[src/mer_pkg.sv]
// ----------------------------------------------------------------------------
// mer_pkg
// Shared widths, codes and structs of the midpoint ellipse rasterizer.
// ----------------------------------------------------------------------------
package mer_pkg;

    localparam int COORD_WIDTH = 10;
    localparam int CENTER_W    = 10;
    localparam int RADIUS_W    = 9;
    localparam int PIX_W       = COORD_WIDTH + 2;
    localparam int DEC_W       = 44;
    localparam int SQ_W        = 2 * RADIUS_W;
    localparam int TXSQ_W      = 2 * COORD_WIDTH + 2;
    localparam int TYSQ_W      = 2 * COORD_WIDTH;

    // multiplier operand widths: a takes radii, their squares, 2x+1 or |y-1|, b the rest
    localparam int MUL_A_W = (SQ_W > COORD_WIDTH + 1) ? SQ_W : COORD_WIDTH + 1;
    localparam int MUL_B_W = (SQ_W + 2 > TXSQ_W) ? SQ_W + 2 : TXSQ_W;
    localparam int PROD_W  = MUL_A_W + MUL_B_W;
    localparam int EXT_W   = (PIX_W > CENTER_W) ? PIX_W : CENTER_W;

    localparam int CFG_IDX_W  = 2;
    localparam int CFG_DATA_W = CENTER_W;

    localparam logic [CFG_IDX_W-1:0] CFG_CENTER_X = 2'd0;
    localparam logic [CFG_IDX_W-1:0] CFG_CENTER_Y = 2'd1;
    localparam logic [CFG_IDX_W-1:0] CFG_RADIUS_X = 2'd2;
    localparam logic [CFG_IDX_W-1:0] CFG_RADIUS_Y = 2'd3;

    typedef logic [1:0] mac_mode_t;

    localparam mac_mode_t MAC_LOAD = 2'd0;
    localparam mac_mode_t MAC_SEED = 2'd1;
    localparam mac_mode_t MAC_ADD  = 2'd2;
    localparam mac_mode_t MAC_SUB  = 2'd3;

    typedef struct packed {
        logic                    start;
        mac_mode_t               mode;
        logic [MUL_A_W-1:0]      a;
        logic [MUL_B_W-1:0]      b;
        logic signed [DEC_W-1:0] seed;
    } mac_cmd_t;

    typedef struct packed {
        logic                    done;
        logic signed [DEC_W-1:0] acc;
    } mac_rsp_t;

    typedef struct packed {
        logic                   load;
        logic [COORD_WIDTH-1:0] x;
        logic [COORD_WIDTH-1:0] y;
        logic [CENTER_W-1:0]    cx;
        logic [CENTER_W-1:0]    cy;
        logic                   last;
    } emit_load_t;

endpackage

[src/mer_if.sv]
// ----------------------------------------------------------------------------
// mer_if
// Valid/ready channels of the rasterizer: step commands in, pixels out.
// ----------------------------------------------------------------------------
interface mer_step_if import mer_pkg::*; ();
    logic valid;
    logic ready;
    logic restart;

    modport source (output valid, output restart, input ready);
    modport sink (input valid, input restart, output ready);
endinterface

interface mer_pixel_if import mer_pkg::*; ();
    logic                    valid;
    logic                    ready;
    logic signed [PIX_W-1:0] pixel_x;
    logic signed [PIX_W-1:0] pixel_y;
    logic                    final_pixel;

    modport source (output valid, output pixel_x, output pixel_y, output final_pixel,
                    input ready);
    modport sink (input valid, input pixel_x, input pixel_y, input final_pixel,
                  output ready);
endinterface

[src/midpoint_ellipse_rasterizer.sv]
// ----------------------------------------------------------------------------
// midpoint_ellipse_rasterizer
// Two-region midpoint ellipse walk; a plain step sends one point's four pixels.
//
//   channel   dir   payload                              transfer when
//   step      in    restart                              valid && ready
//   pixel     out   pixel_x, pixel_y, final_pixel        valid && ready
//   cfg       in    cfg_index, cfg_data                  cfg_we
//
// Every multiply-accumulate runs in turn on the shared unit; a step at the
// change to region 2 also runs the region-2 load, as does a restart if
// region 2 starts at once.
// Reset leaves the walk finished; steps before a restart send nothing.
// The next step is taken while the four pixels of the last one drain; its
// pixels wait in the sequencer until the pixel buffer is free.
// ----------------------------------------------------------------------------
module midpoint_ellipse_rasterizer import mer_pkg::*;
(
    input  logic                  clk,
    input  logic                  rst_n,
    input  logic                  cfg_we,
    input  logic [CFG_IDX_W-1:0]  cfg_index,
    input  logic [CFG_DATA_W-1:0] cfg_data,
    mer_step_if.sink              step,
    mer_pixel_if.source           pixel
);

    logic [CENTER_W-1:0] center_x_reg;
    logic [CENTER_W-1:0] center_y_reg;
    logic [RADIUS_W-1:0] radius_x_reg;
    logic [RADIUS_W-1:0] radius_y_reg;
    mac_cmd_t            mac_cmd;
    mac_rsp_t            mac_rsp;
    emit_load_t          emit_ld;
    logic                emit_free;

    always_ff @(posedge clk or negedge rst_n)
    begin
        if (!rst_n)
        begin
            center_x_reg <= '0;
            center_y_reg <= '0;
            radius_x_reg <= RADIUS_W'(1);
            radius_y_reg <= RADIUS_W'(1);
        end
        else if (cfg_we)
        begin
            unique case (cfg_index)
                CFG_CENTER_X: center_x_reg <= cfg_data[CENTER_W-1:0];
                CFG_CENTER_Y: center_y_reg <= cfg_data[CENTER_W-1:0];
                CFG_RADIUS_X: radius_x_reg <= cfg_data[RADIUS_W-1:0];
                CFG_RADIUS_Y: radius_y_reg <= cfg_data[RADIUS_W-1:0];
                default:      ;
            endcase
        end
    end

    mer_seq u_seq
    (
        .clk       (clk),
        .rst_n     (rst_n),
        .step      (step),
        .center_x  (center_x_reg),
        .center_y  (center_y_reg),
        .radius_x  (radius_x_reg),
        .radius_y  (radius_y_reg),
        .mac_cmd   (mac_cmd),
        .mac_rsp   (mac_rsp),
        .emit_ld   (emit_ld),
        .emit_free (emit_free)
    );

    mer_mac u_mac
    (
        .clk   (clk),
        .rst_n (rst_n),
        .cmd   (mac_cmd),
        .rsp   (mac_rsp)
    );

    mer_emit u_emit
    (
        .clk   (clk),
        .rst_n (rst_n),
        .ld    (emit_ld),
        .free  (emit_free),
        .pixel (pixel)
    );

endmodule

[src/mer_mac.sv]
// ----------------------------------------------------------------------------
// mer_mac
// Shared multiply-accumulate unit: registers the product, accumulates it in the next.
// ----------------------------------------------------------------------------
module mer_mac import mer_pkg::*;
(
    input  logic     clk,
    input  logic     rst_n,
    input  mac_cmd_t cmd,
    output mac_rsp_t rsp
);

    logic [PROD_W-1:0]       prod_reg;
    mac_mode_t               mode_reg;
    logic signed [DEC_W-1:0] seed_reg;
    logic signed [DEC_W-1:0] acc_reg;
    logic                    pend_reg;
    logic                    done_reg;
    logic signed [DEC_W-1:0] prod_ext;
    logic signed [DEC_W-1:0] acc_next;

    assign prod_ext = signed'(DEC_W'(prod_reg));

    always_comb
    begin
        unique case (mode_reg)
            MAC_LOAD: acc_next = prod_ext;
            MAC_SEED: acc_next = seed_reg + prod_ext;
            MAC_ADD:  acc_next = acc_reg + prod_ext;
            MAC_SUB:  acc_next = acc_reg - prod_ext;
            default:  acc_next = acc_reg;
        endcase
    end

    always_ff @(posedge clk or negedge rst_n)
    begin
        if (!rst_n)
        begin
            pend_reg <= 1'b0;
            done_reg <= 1'b0;
        end
        else
        begin
            pend_reg <= cmd.start;
            done_reg <= pend_reg;
        end
    end

    always_ff @(posedge clk)
    begin
        if (cmd.start)
        begin
            prod_reg <= PROD_W'(cmd.a) * PROD_W'(cmd.b);
            mode_reg <= cmd.mode;
            seed_reg <= cmd.seed;
        end
        if (pend_reg)
        begin
            acc_reg <= acc_next;
        end
    end

    assign rsp.done = done_reg;
    assign rsp.acc  = acc_reg;

endmodule

[src/mer_emit.sv]
// ----------------------------------------------------------------------------
// mer_emit
// Holds one walk point and sends its four mirrored pixels, one per transfer.
// ----------------------------------------------------------------------------
module mer_emit import mer_pkg::*;
(
    input  logic       clk,
    input  logic       rst_n,
    input  emit_load_t ld,
    output logic       free,
    mer_pixel_if.source pixel
);

    localparam logic [1:0] LAST_PIX = 2'd3;

    logic                   valid_reg;
    logic [1:0]             cnt_reg;
    logic [COORD_WIDTH-1:0] x_reg;
    logic [COORD_WIDTH-1:0] y_reg;
    logic [CENTER_W-1:0]    cx_reg;
    logic [CENTER_W-1:0]    cy_reg;
    logic                   last_reg;
    logic [EXT_W-1:0]       sum_x;
    logic [EXT_W-1:0]       sum_y;
    logic                   xfer;

    assign xfer = valid_reg && pixel.ready;

    always_ff @(posedge clk or negedge rst_n)
    begin
        if (!rst_n)
        begin
            valid_reg <= 1'b0;
            cnt_reg   <= '0;
        end
        else if (ld.load)
        begin
            valid_reg <= 1'b1;
            cnt_reg   <= '0;
        end
        else if (xfer)
        begin
            if (cnt_reg == LAST_PIX)
            begin
                valid_reg <= 1'b0;
            end
            cnt_reg <= cnt_reg + 2'd1;
        end
    end

    always_ff @(posedge clk)
    begin
        if (ld.load)
        begin
            x_reg    <= ld.x;
            y_reg    <= ld.y;
            cx_reg   <= ld.cx;
            cy_reg   <= ld.cy;
            last_reg <= ld.last;
        end
    end

    // order: (+x,+y) (+x,-y) (-x,+y) (-x,-y)
    always_comb
    begin
        if (cnt_reg[1])
        begin
            sum_x = EXT_W'(cx_reg) - EXT_W'(x_reg);
        end
        else
        begin
            sum_x = EXT_W'(cx_reg) + EXT_W'(x_reg);
        end
        if (cnt_reg[0])
        begin
            sum_y = EXT_W'(cy_reg) - EXT_W'(y_reg);
        end
        else
        begin
            sum_y = EXT_W'(cy_reg) + EXT_W'(y_reg);
        end
    end

    assign free              = !valid_reg;
    assign pixel.valid       = valid_reg;
    assign pixel.pixel_x     = sum_x[PIX_W-1:0];
    assign pixel.pixel_y     = sum_y[PIX_W-1:0];
    assign pixel.final_pixel = last_reg && (cnt_reg == LAST_PIX);

endmodule

[src/mer_seq.sv]
// ----------------------------------------------------------------------------
// mer_seq
// Ellipse walk sequencer: drives the shared multiply-accumulate unit through
// radius squares, restart seed, decision update, region test, region-2 load.
// ----------------------------------------------------------------------------
module mer_seq import mer_pkg::*;
(
    input  logic                clk,
    input  logic                rst_n,
    mer_step_if.sink            step,
    input  logic [CENTER_W-1:0] center_x,
    input  logic [CENTER_W-1:0] center_y,
    input  logic [RADIUS_W-1:0] radius_x,
    input  logic [RADIUS_W-1:0] radius_y,
    output mac_cmd_t            mac_cmd,
    input  mac_rsp_t            mac_rsp,
    output emit_load_t          emit_ld,
    input  logic                emit_free
);

    localparam logic [4:0] S_IDLE    = 5'd0;
    localparam logic [4:0] S_SQ_RX   = 5'd1;
    localparam logic [4:0] S_SQ_RY   = 5'd2;
    localparam logic [4:0] S_RS_A    = 5'd3;
    localparam logic [4:0] S_RS_B    = 5'd4;
    localparam logic [4:0] S_RS_C    = 5'd5;
    localparam logic [4:0] S_R1_A    = 5'd6;
    localparam logic [4:0] S_R1_B    = 5'd7;
    localparam logic [4:0] S_R2_A    = 5'd8;
    localparam logic [4:0] S_R2_X    = 5'd9;
    localparam logic [4:0] S_R2_B    = 5'd10;
    localparam logic [4:0] S_SET_A   = 5'd11;
    localparam logic [4:0] S_SET_B   = 5'd12;
    localparam logic [4:0] S_L2_TX   = 5'd13;
    localparam logic [4:0] S_L2_TY   = 5'd14;
    localparam logic [4:0] S_L2_A    = 5'd15;
    localparam logic [4:0] S_L2_B    = 5'd16;
    localparam logic [4:0] S_L2_C    = 5'd17;
    localparam logic [4:0] S_SET_END = 5'd18;

    logic [4:0]              state_reg, state_next;
    logic                    issued_reg, issued_next;
    logic [COORD_WIDTH-1:0]  x_reg, x_next;
    logic [COORD_WIDTH-1:0]  y_reg, y_next;
    logic signed [DEC_W-1:0] p_reg, p_next;
    logic                    r2_reg, r2_next;
    logic                    fin_reg, fin_next;
    logic                    restart_reg, restart_next;
    logic                    neg_reg, neg_next;
    logic [SQ_W-1:0]         rx2_reg, rx2_next;
    logic [SQ_W-1:0]         ry2_reg, ry2_next;
    logic [TXSQ_W-1:0]       txsq_reg, txsq_next;
    logic [TYSQ_W-1:0]       tysq_reg, tysq_next;

    logic                    is_op;
    logic                    fin_now;
    logic                    p_le_zero;
    logic [COORD_WIDTH:0]    tx;
    logic [COORD_WIDTH-1:0]  ty_abs;

    assign tx        = {x_reg, 1'b1};
    // |y - 1| with y taken as an unsigned walk coordinate
    assign ty_abs    = (y_reg == '0) ? COORD_WIDTH'(1) : y_reg - COORD_WIDTH'(1);
    assign fin_now   = fin_reg || (r2_reg && (y_reg == '0));
    assign p_le_zero = p_reg[DEC_W-1] || (p_reg == '0);
    assign step.ready = (state_reg == S_IDLE);

    always_comb
    begin
        state_next   = state_reg;
        issued_next  = issued_reg;
        x_next       = x_reg;
        y_next       = y_reg;
        p_next       = p_reg;
        r2_next      = r2_reg;
        fin_next     = fin_reg;
        restart_next = restart_reg;
        neg_next     = neg_reg;
        rx2_next     = rx2_reg;
        ry2_next     = ry2_reg;
        txsq_next    = txsq_reg;
        tysq_next    = tysq_reg;
        is_op        = 1'b0;
        mac_cmd      = '0;
        mac_cmd.seed = p_reg;
        emit_ld.load = 1'b0;
        emit_ld.x    = x_reg;
        emit_ld.y    = y_reg;
        emit_ld.cx   = center_x;
        emit_ld.cy   = center_y;
        emit_ld.last = fin_now;

        unique case (state_reg)
            S_IDLE:
            begin
                if (step.valid)
                begin
                    if (step.restart)
                    begin
                        x_next  = '0;
                        y_next  = COORD_WIDTH'(radius_y);
                        r2_next = 1'b0;
                        if ((radius_x == '0) || (radius_y == '0))
                        begin
                            p_next   = '0;
                            fin_next = 1'b1;
                        end
                        else
                        begin
                            fin_next     = 1'b0;
                            restart_next = 1'b1;
                            state_next   = S_SQ_RX;
                        end
                    end
                    else if (!fin_reg)
                    begin
                        restart_next = 1'b0;
                        state_next   = S_SQ_RX;
                    end
                end
            end
            S_SQ_RX:
            begin
                is_op     = 1'b1;
                mac_cmd.a = MUL_A_W'(radius_x);
                mac_cmd.b = MUL_B_W'(radius_x);
                if (mac_rsp.done)
                begin
                    rx2_next   = mac_rsp.acc[SQ_W-1:0];
                    state_next = S_SQ_RY;
                end
            end
            S_SQ_RY:
            begin
                is_op     = 1'b1;
                mac_cmd.a = MUL_A_W'(radius_y);
                mac_cmd.b = MUL_B_W'(radius_y);
                if (mac_rsp.done)
                begin
                    ry2_next = mac_rsp.acc[SQ_W-1:0];
                    if (restart_reg)
                    begin
                        state_next = S_RS_A;
                    end
                    else if (!r2_reg)
                    begin
                        x_next   = x_reg + COORD_WIDTH'(1);
                        neg_next = p_reg[DEC_W-1];
                        if (!p_reg[DEC_W-1])
                        begin
                            y_next = y_reg - COORD_WIDTH'(1);
                        end
                        state_next = S_R1_A;
                    end
                    else
                    begin
                        neg_next = p_le_zero;
                        y_next   = y_reg - COORD_WIDTH'(1);
                        if (p_le_zero)
                        begin
                            x_next     = x_reg + COORD_WIDTH'(1);
                            state_next = S_R2_A;
                        end
                        else
                        begin
                            state_next = S_R2_X;
                        end
                    end
                end
            end
            // restart: ry^2 - rx^2*ry + floor(rx^2/4)
            S_RS_A:
            begin
                is_op     = 1'b1;
                mac_cmd.a = MUL_A_W'(ry2_reg);
                mac_cmd.b = MUL_B_W'(1);
                if (mac_rsp.done)
                begin
                    state_next = S_RS_B;
                end
            end
            S_RS_B:
            begin
                is_op        = 1'b1;
                mac_cmd.mode = MAC_SUB;
                mac_cmd.a    = MUL_A_W'(rx2_reg);
                mac_cmd.b    = MUL_B_W'(radius_y);
                if (mac_rsp.done)
                begin
                    state_next = S_RS_C;
                end
            end
            S_RS_C:
            begin
                is_op        = 1'b1;
                mac_cmd.mode = MAC_ADD;
                mac_cmd.a    = MUL_A_W'(rx2_reg >> 2);
                mac_cmd.b    = MUL_B_W'(1);
                if (mac_rsp.done)
                begin
                    p_next     = mac_rsp.acc;
                    state_next = S_SET_A;
                end
            end
            // region 1: p + ry^2*(2x+1) [- rx^2*2y]
            S_R1_A:
            begin
                is_op        = 1'b1;
                mac_cmd.mode = MAC_SEED;
                mac_cmd.a    = MUL_A_W'(ry2_reg);
                mac_cmd.b    = MUL_B_W'(tx);
                if (mac_rsp.done)
                begin
                    if (neg_reg)
                    begin
                        p_next     = mac_rsp.acc;
                        state_next = S_SET_A;
                    end
                    else
                    begin
                        state_next = S_R1_B;
                    end
                end
            end
            S_R1_B:
            begin
                is_op        = 1'b1;
                mac_cmd.mode = MAC_SUB;
                mac_cmd.a    = MUL_A_W'(rx2_reg);
                mac_cmd.b    = MUL_B_W'({y_reg, 1'b0});
                if (mac_rsp.done)
                begin
                    p_next     = mac_rsp.acc;
                    state_next = S_SET_A;
                end
            end
            // region 2, scaled by 4: [p + ry^2*8x] + rx^2*4 - rx^2*8y
            S_R2_A:
            begin
                is_op        = 1'b1;
                mac_cmd.mode = MAC_SEED;
                mac_cmd.a    = MUL_A_W'(ry2_reg);
                mac_cmd.b    = MUL_B_W'({x_reg, 3'b000});
                if (mac_rsp.done)
                begin
                    state_next = S_R2_X;
                end
            end
            S_R2_X:
            begin
                is_op        = 1'b1;
                mac_cmd.mode = neg_reg ? MAC_ADD : MAC_SEED;
                mac_cmd.a    = MUL_A_W'(rx2_reg);
                mac_cmd.b    = MUL_B_W'(4);
                if (mac_rsp.done)
                begin
                    state_next = S_R2_B;
                end
            end
            S_R2_B:
            begin
                is_op        = 1'b1;
                mac_cmd.mode = MAC_SUB;
                mac_cmd.a    = MUL_A_W'(rx2_reg);
                mac_cmd.b    = MUL_B_W'({y_reg, 3'b000});
                if (mac_rsp.done)
                begin
                    p_next     = mac_rsp.acc;
                    state_next = S_SET_A;
                end
            end
            // region test: rx^2*y - ry^2*x < 0 leaves region 1
            S_SET_A:
            begin
                if (r2_reg)
                begin
                    state_next = S_SET_END;
                end
                else
                begin
                    is_op     = 1'b1;
                    mac_cmd.a = MUL_A_W'(rx2_reg);
                    mac_cmd.b = MUL_B_W'(y_reg);
                    if (mac_rsp.done)
                    begin
                        state_next = S_SET_B;
                    end
                end
            end
            S_SET_B:
            begin
                is_op        = 1'b1;
                mac_cmd.mode = MAC_SUB;
                mac_cmd.a    = MUL_A_W'(ry2_reg);
                mac_cmd.b    = MUL_B_W'(x_reg);
                if (mac_rsp.done)
                begin
                    if (mac_rsp.acc[DEC_W-1])
                    begin
                        r2_next    = 1'b1;
                        state_next = S_L2_TX;
                    end
                    else
                    begin
                        state_next = S_SET_END;
                    end
                end
            end
            // region-2 load: ry^2*(2x+1)^2 + 4rx^2*(y-1)^2 - 4rx^2*ry^2
            S_L2_TX:
            begin
                is_op     = 1'b1;
                mac_cmd.a = MUL_A_W'(tx);
                mac_cmd.b = MUL_B_W'(tx);
                if (mac_rsp.done)
                begin
                    txsq_next  = mac_rsp.acc[TXSQ_W-1:0];
                    state_next = S_L2_TY;
                end
            end
            S_L2_TY:
            begin
                is_op     = 1'b1;
                mac_cmd.a = MUL_A_W'(ty_abs);
                mac_cmd.b = MUL_B_W'(ty_abs);
                if (mac_rsp.done)
                begin
                    tysq_next  = mac_rsp.acc[TYSQ_W-1:0];
                    state_next = S_L2_A;
                end
            end
            S_L2_A:
            begin
                is_op     = 1'b1;
                mac_cmd.a = MUL_A_W'(ry2_reg);
                mac_cmd.b = MUL_B_W'(txsq_reg);
                if (mac_rsp.done)
                begin
                    state_next = S_L2_B;
                end
            end
            S_L2_B:
            begin
                is_op        = 1'b1;
                mac_cmd.mode = MAC_ADD;
                mac_cmd.a    = MUL_A_W'(rx2_reg);
                mac_cmd.b    = MUL_B_W'({tysq_reg, 2'b00});
                if (mac_rsp.done)
                begin
                    state_next = S_L2_C;
                end
            end
            S_L2_C:
            begin
                is_op        = 1'b1;
                mac_cmd.mode = MAC_SUB;
                mac_cmd.a    = MUL_A_W'(rx2_reg);
                mac_cmd.b    = MUL_B_W'({ry2_reg, 2'b00});
                if (mac_rsp.done)
                begin
                    p_next     = mac_rsp.acc;
                    state_next = S_SET_END;
                end
            end
            S_SET_END:
            begin
                if (restart_reg)
                begin
                    fin_next   = fin_now;
                    state_next = S_IDLE;
                end
                else if (emit_free)
                begin
                    emit_ld.load = 1'b1;
                    fin_next     = fin_now;
                    state_next   = S_IDLE;
                end
            end
            default:
            begin
                state_next = S_IDLE;
            end
        endcase

        mac_cmd.start = is_op && !issued_reg;
        if (mac_cmd.start)
        begin
            issued_next = 1'b1;
        end
        if (mac_rsp.done)
        begin
            issued_next = 1'b0;
        end
    end

    always_ff @(posedge clk or negedge rst_n)
    begin
        if (!rst_n)
        begin
            state_reg   <= S_IDLE;
            issued_reg  <= 1'b0;
            x_reg       <= '0;
            y_reg       <= '0;
            p_reg       <= '0;
            r2_reg      <= 1'b0;
            fin_reg     <= 1'b1;
            restart_reg <= 1'b0;
        end
        else
        begin
            state_reg   <= state_next;
            issued_reg  <= issued_next;
            x_reg       <= x_next;
            y_reg       <= y_next;
            p_reg       <= p_next;
            r2_reg      <= r2_next;
            fin_reg     <= fin_next;
            restart_reg <= restart_next;
        end
    end

    always_ff @(posedge clk)
    begin
        neg_reg  <= neg_next;
        rx2_reg  <= rx2_next;
        ry2_reg  <= ry2_next;
        txsq_reg <= txsq_next;
        tysq_reg <= tysq_next;
    end

endmodule

[src/flat_wrapper.sv]
// flat-port wrapper written by rule: the top's interface ports become plain ports
module midpoint_ellipse_rasterizer_flat import mer_pkg::*;
  (clk, rst_n, cfg_we, cfg_index, cfg_data, step_valid, step_restart, step_ready, pixel_valid, pixel_pixel_x, pixel_pixel_y, pixel_final_pixel, pixel_ready);
  mer_step_if step_i ();
  mer_pixel_if pixel_i ();
  input  logic clk;
  input  logic rst_n;
  input  logic cfg_we;
  input  logic [CFG_IDX_W-1:0] cfg_index;
  input  logic [CFG_DATA_W-1:0] cfg_data;
  input wire logic [$bits(step_i.valid)-1:0] step_valid;
  input wire logic [$bits(step_i.restart)-1:0] step_restart;
  output wire logic [$bits(step_i.ready)-1:0] step_ready;
  output wire logic [$bits(pixel_i.valid)-1:0] pixel_valid;
  output wire logic [$bits(pixel_i.pixel_x)-1:0] pixel_pixel_x;
  output wire logic [$bits(pixel_i.pixel_y)-1:0] pixel_pixel_y;
  output wire logic [$bits(pixel_i.final_pixel)-1:0] pixel_final_pixel;
  input wire logic [$bits(pixel_i.ready)-1:0] pixel_ready;
  assign step_i.valid = step_valid;
  assign step_i.restart = step_restart;
  assign step_ready = step_i.ready;
  assign pixel_valid = pixel_i.valid;
  assign pixel_pixel_x = pixel_i.pixel_x;
  assign pixel_pixel_y = pixel_i.pixel_y;
  assign pixel_final_pixel = pixel_i.final_pixel;
  assign pixel_i.ready = pixel_ready;
  midpoint_ellipse_rasterizer u_core (.clk(clk), .rst_n(rst_n), .cfg_we(cfg_we), .cfg_index(cfg_index), .cfg_data(cfg_data), .step(step_i), .pixel(pixel_i));
endmodule
[config.mk]
export PLATFORM = sky130hd
export DESIGN_NAME = midpoint_ellipse_rasterizer_flat
export DESIGN_NICKNAME = d
export VERILOG_FILES = /design/src/mer_pkg.sv /design/src/mer_if.sv /design/src/midpoint_ellipse_rasterizer.sv /design/src/mer_mac.sv /design/src/mer_emit.sv /design/src/mer_seq.sv /design/src/flat_wrapper.sv
export SDC_FILE = /design/constraint.sdc
export NUM_CORES = 2
export LEC_CHECK = 0
export BUFFER_PORTS_ARGS = -buffer_cell sky130_fd_sc_hd__buf_4
export CAP_MARGIN = 20
export CORE_MARGIN = 8
export CORE_UTILIZATION = 41
export DETAILED_ROUTE_END_ITERATION = 16
export PLACE_DENSITY = 0.58
export SYNTH_ARGS = -nofsm -noshare
export SYNTH_HDL_FRONTEND = slang
export SYNTH_SLANG_ARGS = --single-unit
[constraint.sdc]
create_clock -name clk -period 9.95 [get_ports clk]
set_clock_uncertainty 0.1 [all_clocks]
set_input_delay 0.995 -clock clk [delete_from_list [all_inputs] [get_ports clk]]
set_output_delay 0.995 -clock clk [all_outputs]
set_load 0.005 [all_outputs]
==> metrics.cfg <==
[outcome]
status=completed

[layout]
antenna_cells=0
final_layout_size_suffix_gt1_frac=0.0778
fin_nets=4243
stdcell_count=4770
syn_to_final_growth_pct=8.91

[synthesis]
yosys-top-cells-area=edfxtp_1 22%, fa_1 19%, ha_1 8.8%, dfrtp_1 8.2%, nand2_1 5.1%
async_reset_ff_frac=0.317
synth_warnings=0
synthMuxAreaShare=0.0277
synth_area_um2=34500
synthMostInstantiatedCell=nand2_1
synth_top_area_share=0.217
synth_xor_area_frac=0.0429
synth_top_flop_cell=edfxtp_1
synth_fa_ha_area_frac=0.277
synth_cells=3641
yosys-top-cells-count=469 x nand2_1, 461 x inv_1, 326 x fa_1, 325 x nor2_1, 250 x edfxtp_1
synth_compound_area_frac=0.135
synth_top_family_by_area=adder cells
yosys.area_share.simple=0.149
yosysUniqueCellTypes=97
synth_edf_count=250
syn_area_per_cell_um2=9.48
synth_seq_cells=366
ys_seq_area_frac=0.302
synth_largest_area_cell=edfxtp_1
synth_nets=4227

[place]
place_inst=4692
dp_hpwl_um=79700
dp_slack_ns=0.771
io_buffers=44
gp_congestion=0.958

[min_path]
hp-class=primary input to asynchronous set/reset pin

[timing]
period_share=0.937
hold_viol=0
fin_setup_tns_ns=0
worstMarginPinSlew_ns=1.25
slew_headroom=0.165
whs_ns=0.270
fin_ws_ns=0.623
fmax_ghz=0.107
drv_slew=0
finalSetupViolations=0
fin_crit_ns=9.33
rsz0062_at_grt=no

[critical_path]
cp.required_ns=10.18
cp-end-kind=register
crit_path_top_delay_cell=a21oi_2
arrival_ns=9.56
cp_max_fo=12
crit_type=register to register
critPathLaunchType=register
crit_path_frequent_cell=fa_1
max_stage_delay_ns=0.69

[floorplan]
ios=45
die_area_um2=93700
rows=106
die_height_um=306
die_w_um=306
initial_core_util=0.413
core_um2=83600

[grt]
grt_first_pass_wirelength_um=161000
grt_max_degree=75
grt_util_all_layers=0.218
antenna_found_initial=0
grt_pass1_vias=26777
overflow=0

[clock_tree]
clk_latency_ns=0.60
postCtsHoldBufs=0
clock_sinks=366
clockBufferDepth=3
cts_tree=built
cts_buffers=42
clk_transition_reported_paths_ns=0.06
cts_setup_buffers=0
cts_max_level=2
cts_resized=0
cts_root_buf=clkbuf_16

[detailed_routing]
ant_nets=0
wire_per_inst_um=21.6
firstDrtPassIters=6
drc=0
wirelength_um=103000
drt_iter0_markers=2424
num_vias=26727
vias_per_cell=5.60

[run]
drv_cap=0

-- per-layer routing --
metal,track usage,up-vias,share of wire
li1,-,12389,-
met1,0.304,13308,0.45
met2,0.358,870,0.46
met3,0.0288,160,0.059
met4,0.0532,0,0.027
met5,0,-,0
-- placed cells by master (no fill, tap or decap), drive strengths merged, types with 22 or more instances in the layout --
cell type and n:
nor3 45, nor2b 22, inv 469, xnor2 102, a21oi 196, xor2 67, fa 326, a31oi 27
ha 242, mux2i 47, nand2 472, buf 110, a21o 72, o21a 24, and3 35, o21ai 183
clkbuf 51, o21bai 32, nor2 329, dfrtp 113, edfxtp 250, nand3 81, a22oi 29, nor4 30
mux2 43
-- critical path, delay by kind of cell, from the launching register on --
family / cells / cell delay (ns)
simple gates: 9 / 1.73
fa+ha+maj: 8 / 3.64
buf+inv: 6 / 0.72
flops: 1 / 0.47
compound gates: 8 / 2.18
xor+xnor: 1 / 0.19
-- layout make-up --
cell class / count / area (um2)
Tap cell: 1080 / 1350
Fill cell: 8134 / 46000
Sequential cell: 366 / 10400
Multi-Input combinational cell: 2671 / 21800
Timing Repair Buffer: 110 / 850
Inverter: 466 / 1750
Clock inverter: 26 / 322
Clock buffer: 51 / 1090
-- per-stage QoR --
| stage | cell area, um2 | utilization |
|---|---|---|
| after floorplan | 34500 | - |
| after global placement | 36100 | 0.432 |
| after detailed placement | 36200 | 0.433 |
| after CTS | 37600 | 0.450 |
| after global routing | 37600 | 0.450 |
| final | 37600 | 0.450 |
-- worst paths after layout --
path | depth (start not counted) | end | slack (ns) | start
worst max-delay path | 32 | u_core.u_mac.prod_reg[37] | 0.62 | u_core.u_seq.y_reg[0]
max in group asynchronous | 2 | u_core.u_seq.x_reg[9] | 8.14 | rst_n
worst min-delay path | 1 | u_core.u_seq.p_reg[25] | 0.27 | rst_n
worst min register to register | 0 | u_core.u_emit.cy_reg[5] | 0.35 | u_core.center_y_reg[5]
worst max register to register | 32 | u_core.u_mac.prod_reg[37] | 0.62 | u_core.u_seq.y_reg[0]
min in group clk | 0 | u_core.u_emit.cy_reg[5] | 0.35 | u_core.center_y_reg[5]
-- cell families (layout without fill, tap and decap cells) --
kind of cell | count (synthesis) | in the layout
adder cells (fa/ha/maj) | 568 | 568
flip-flops | 366 | 366
AND/OR/NAND/NOR | 1130 | 1130
XOR/XNOR | 169 | 169
buffers and inverters | 604 | 653
multiplexers | 90 | 90
AO/OA/AOI/OAI | 714 | 714
Power is not shown: default switching activity piles up to over one toggle a cycle in this logic, so the estimate is an artifact.
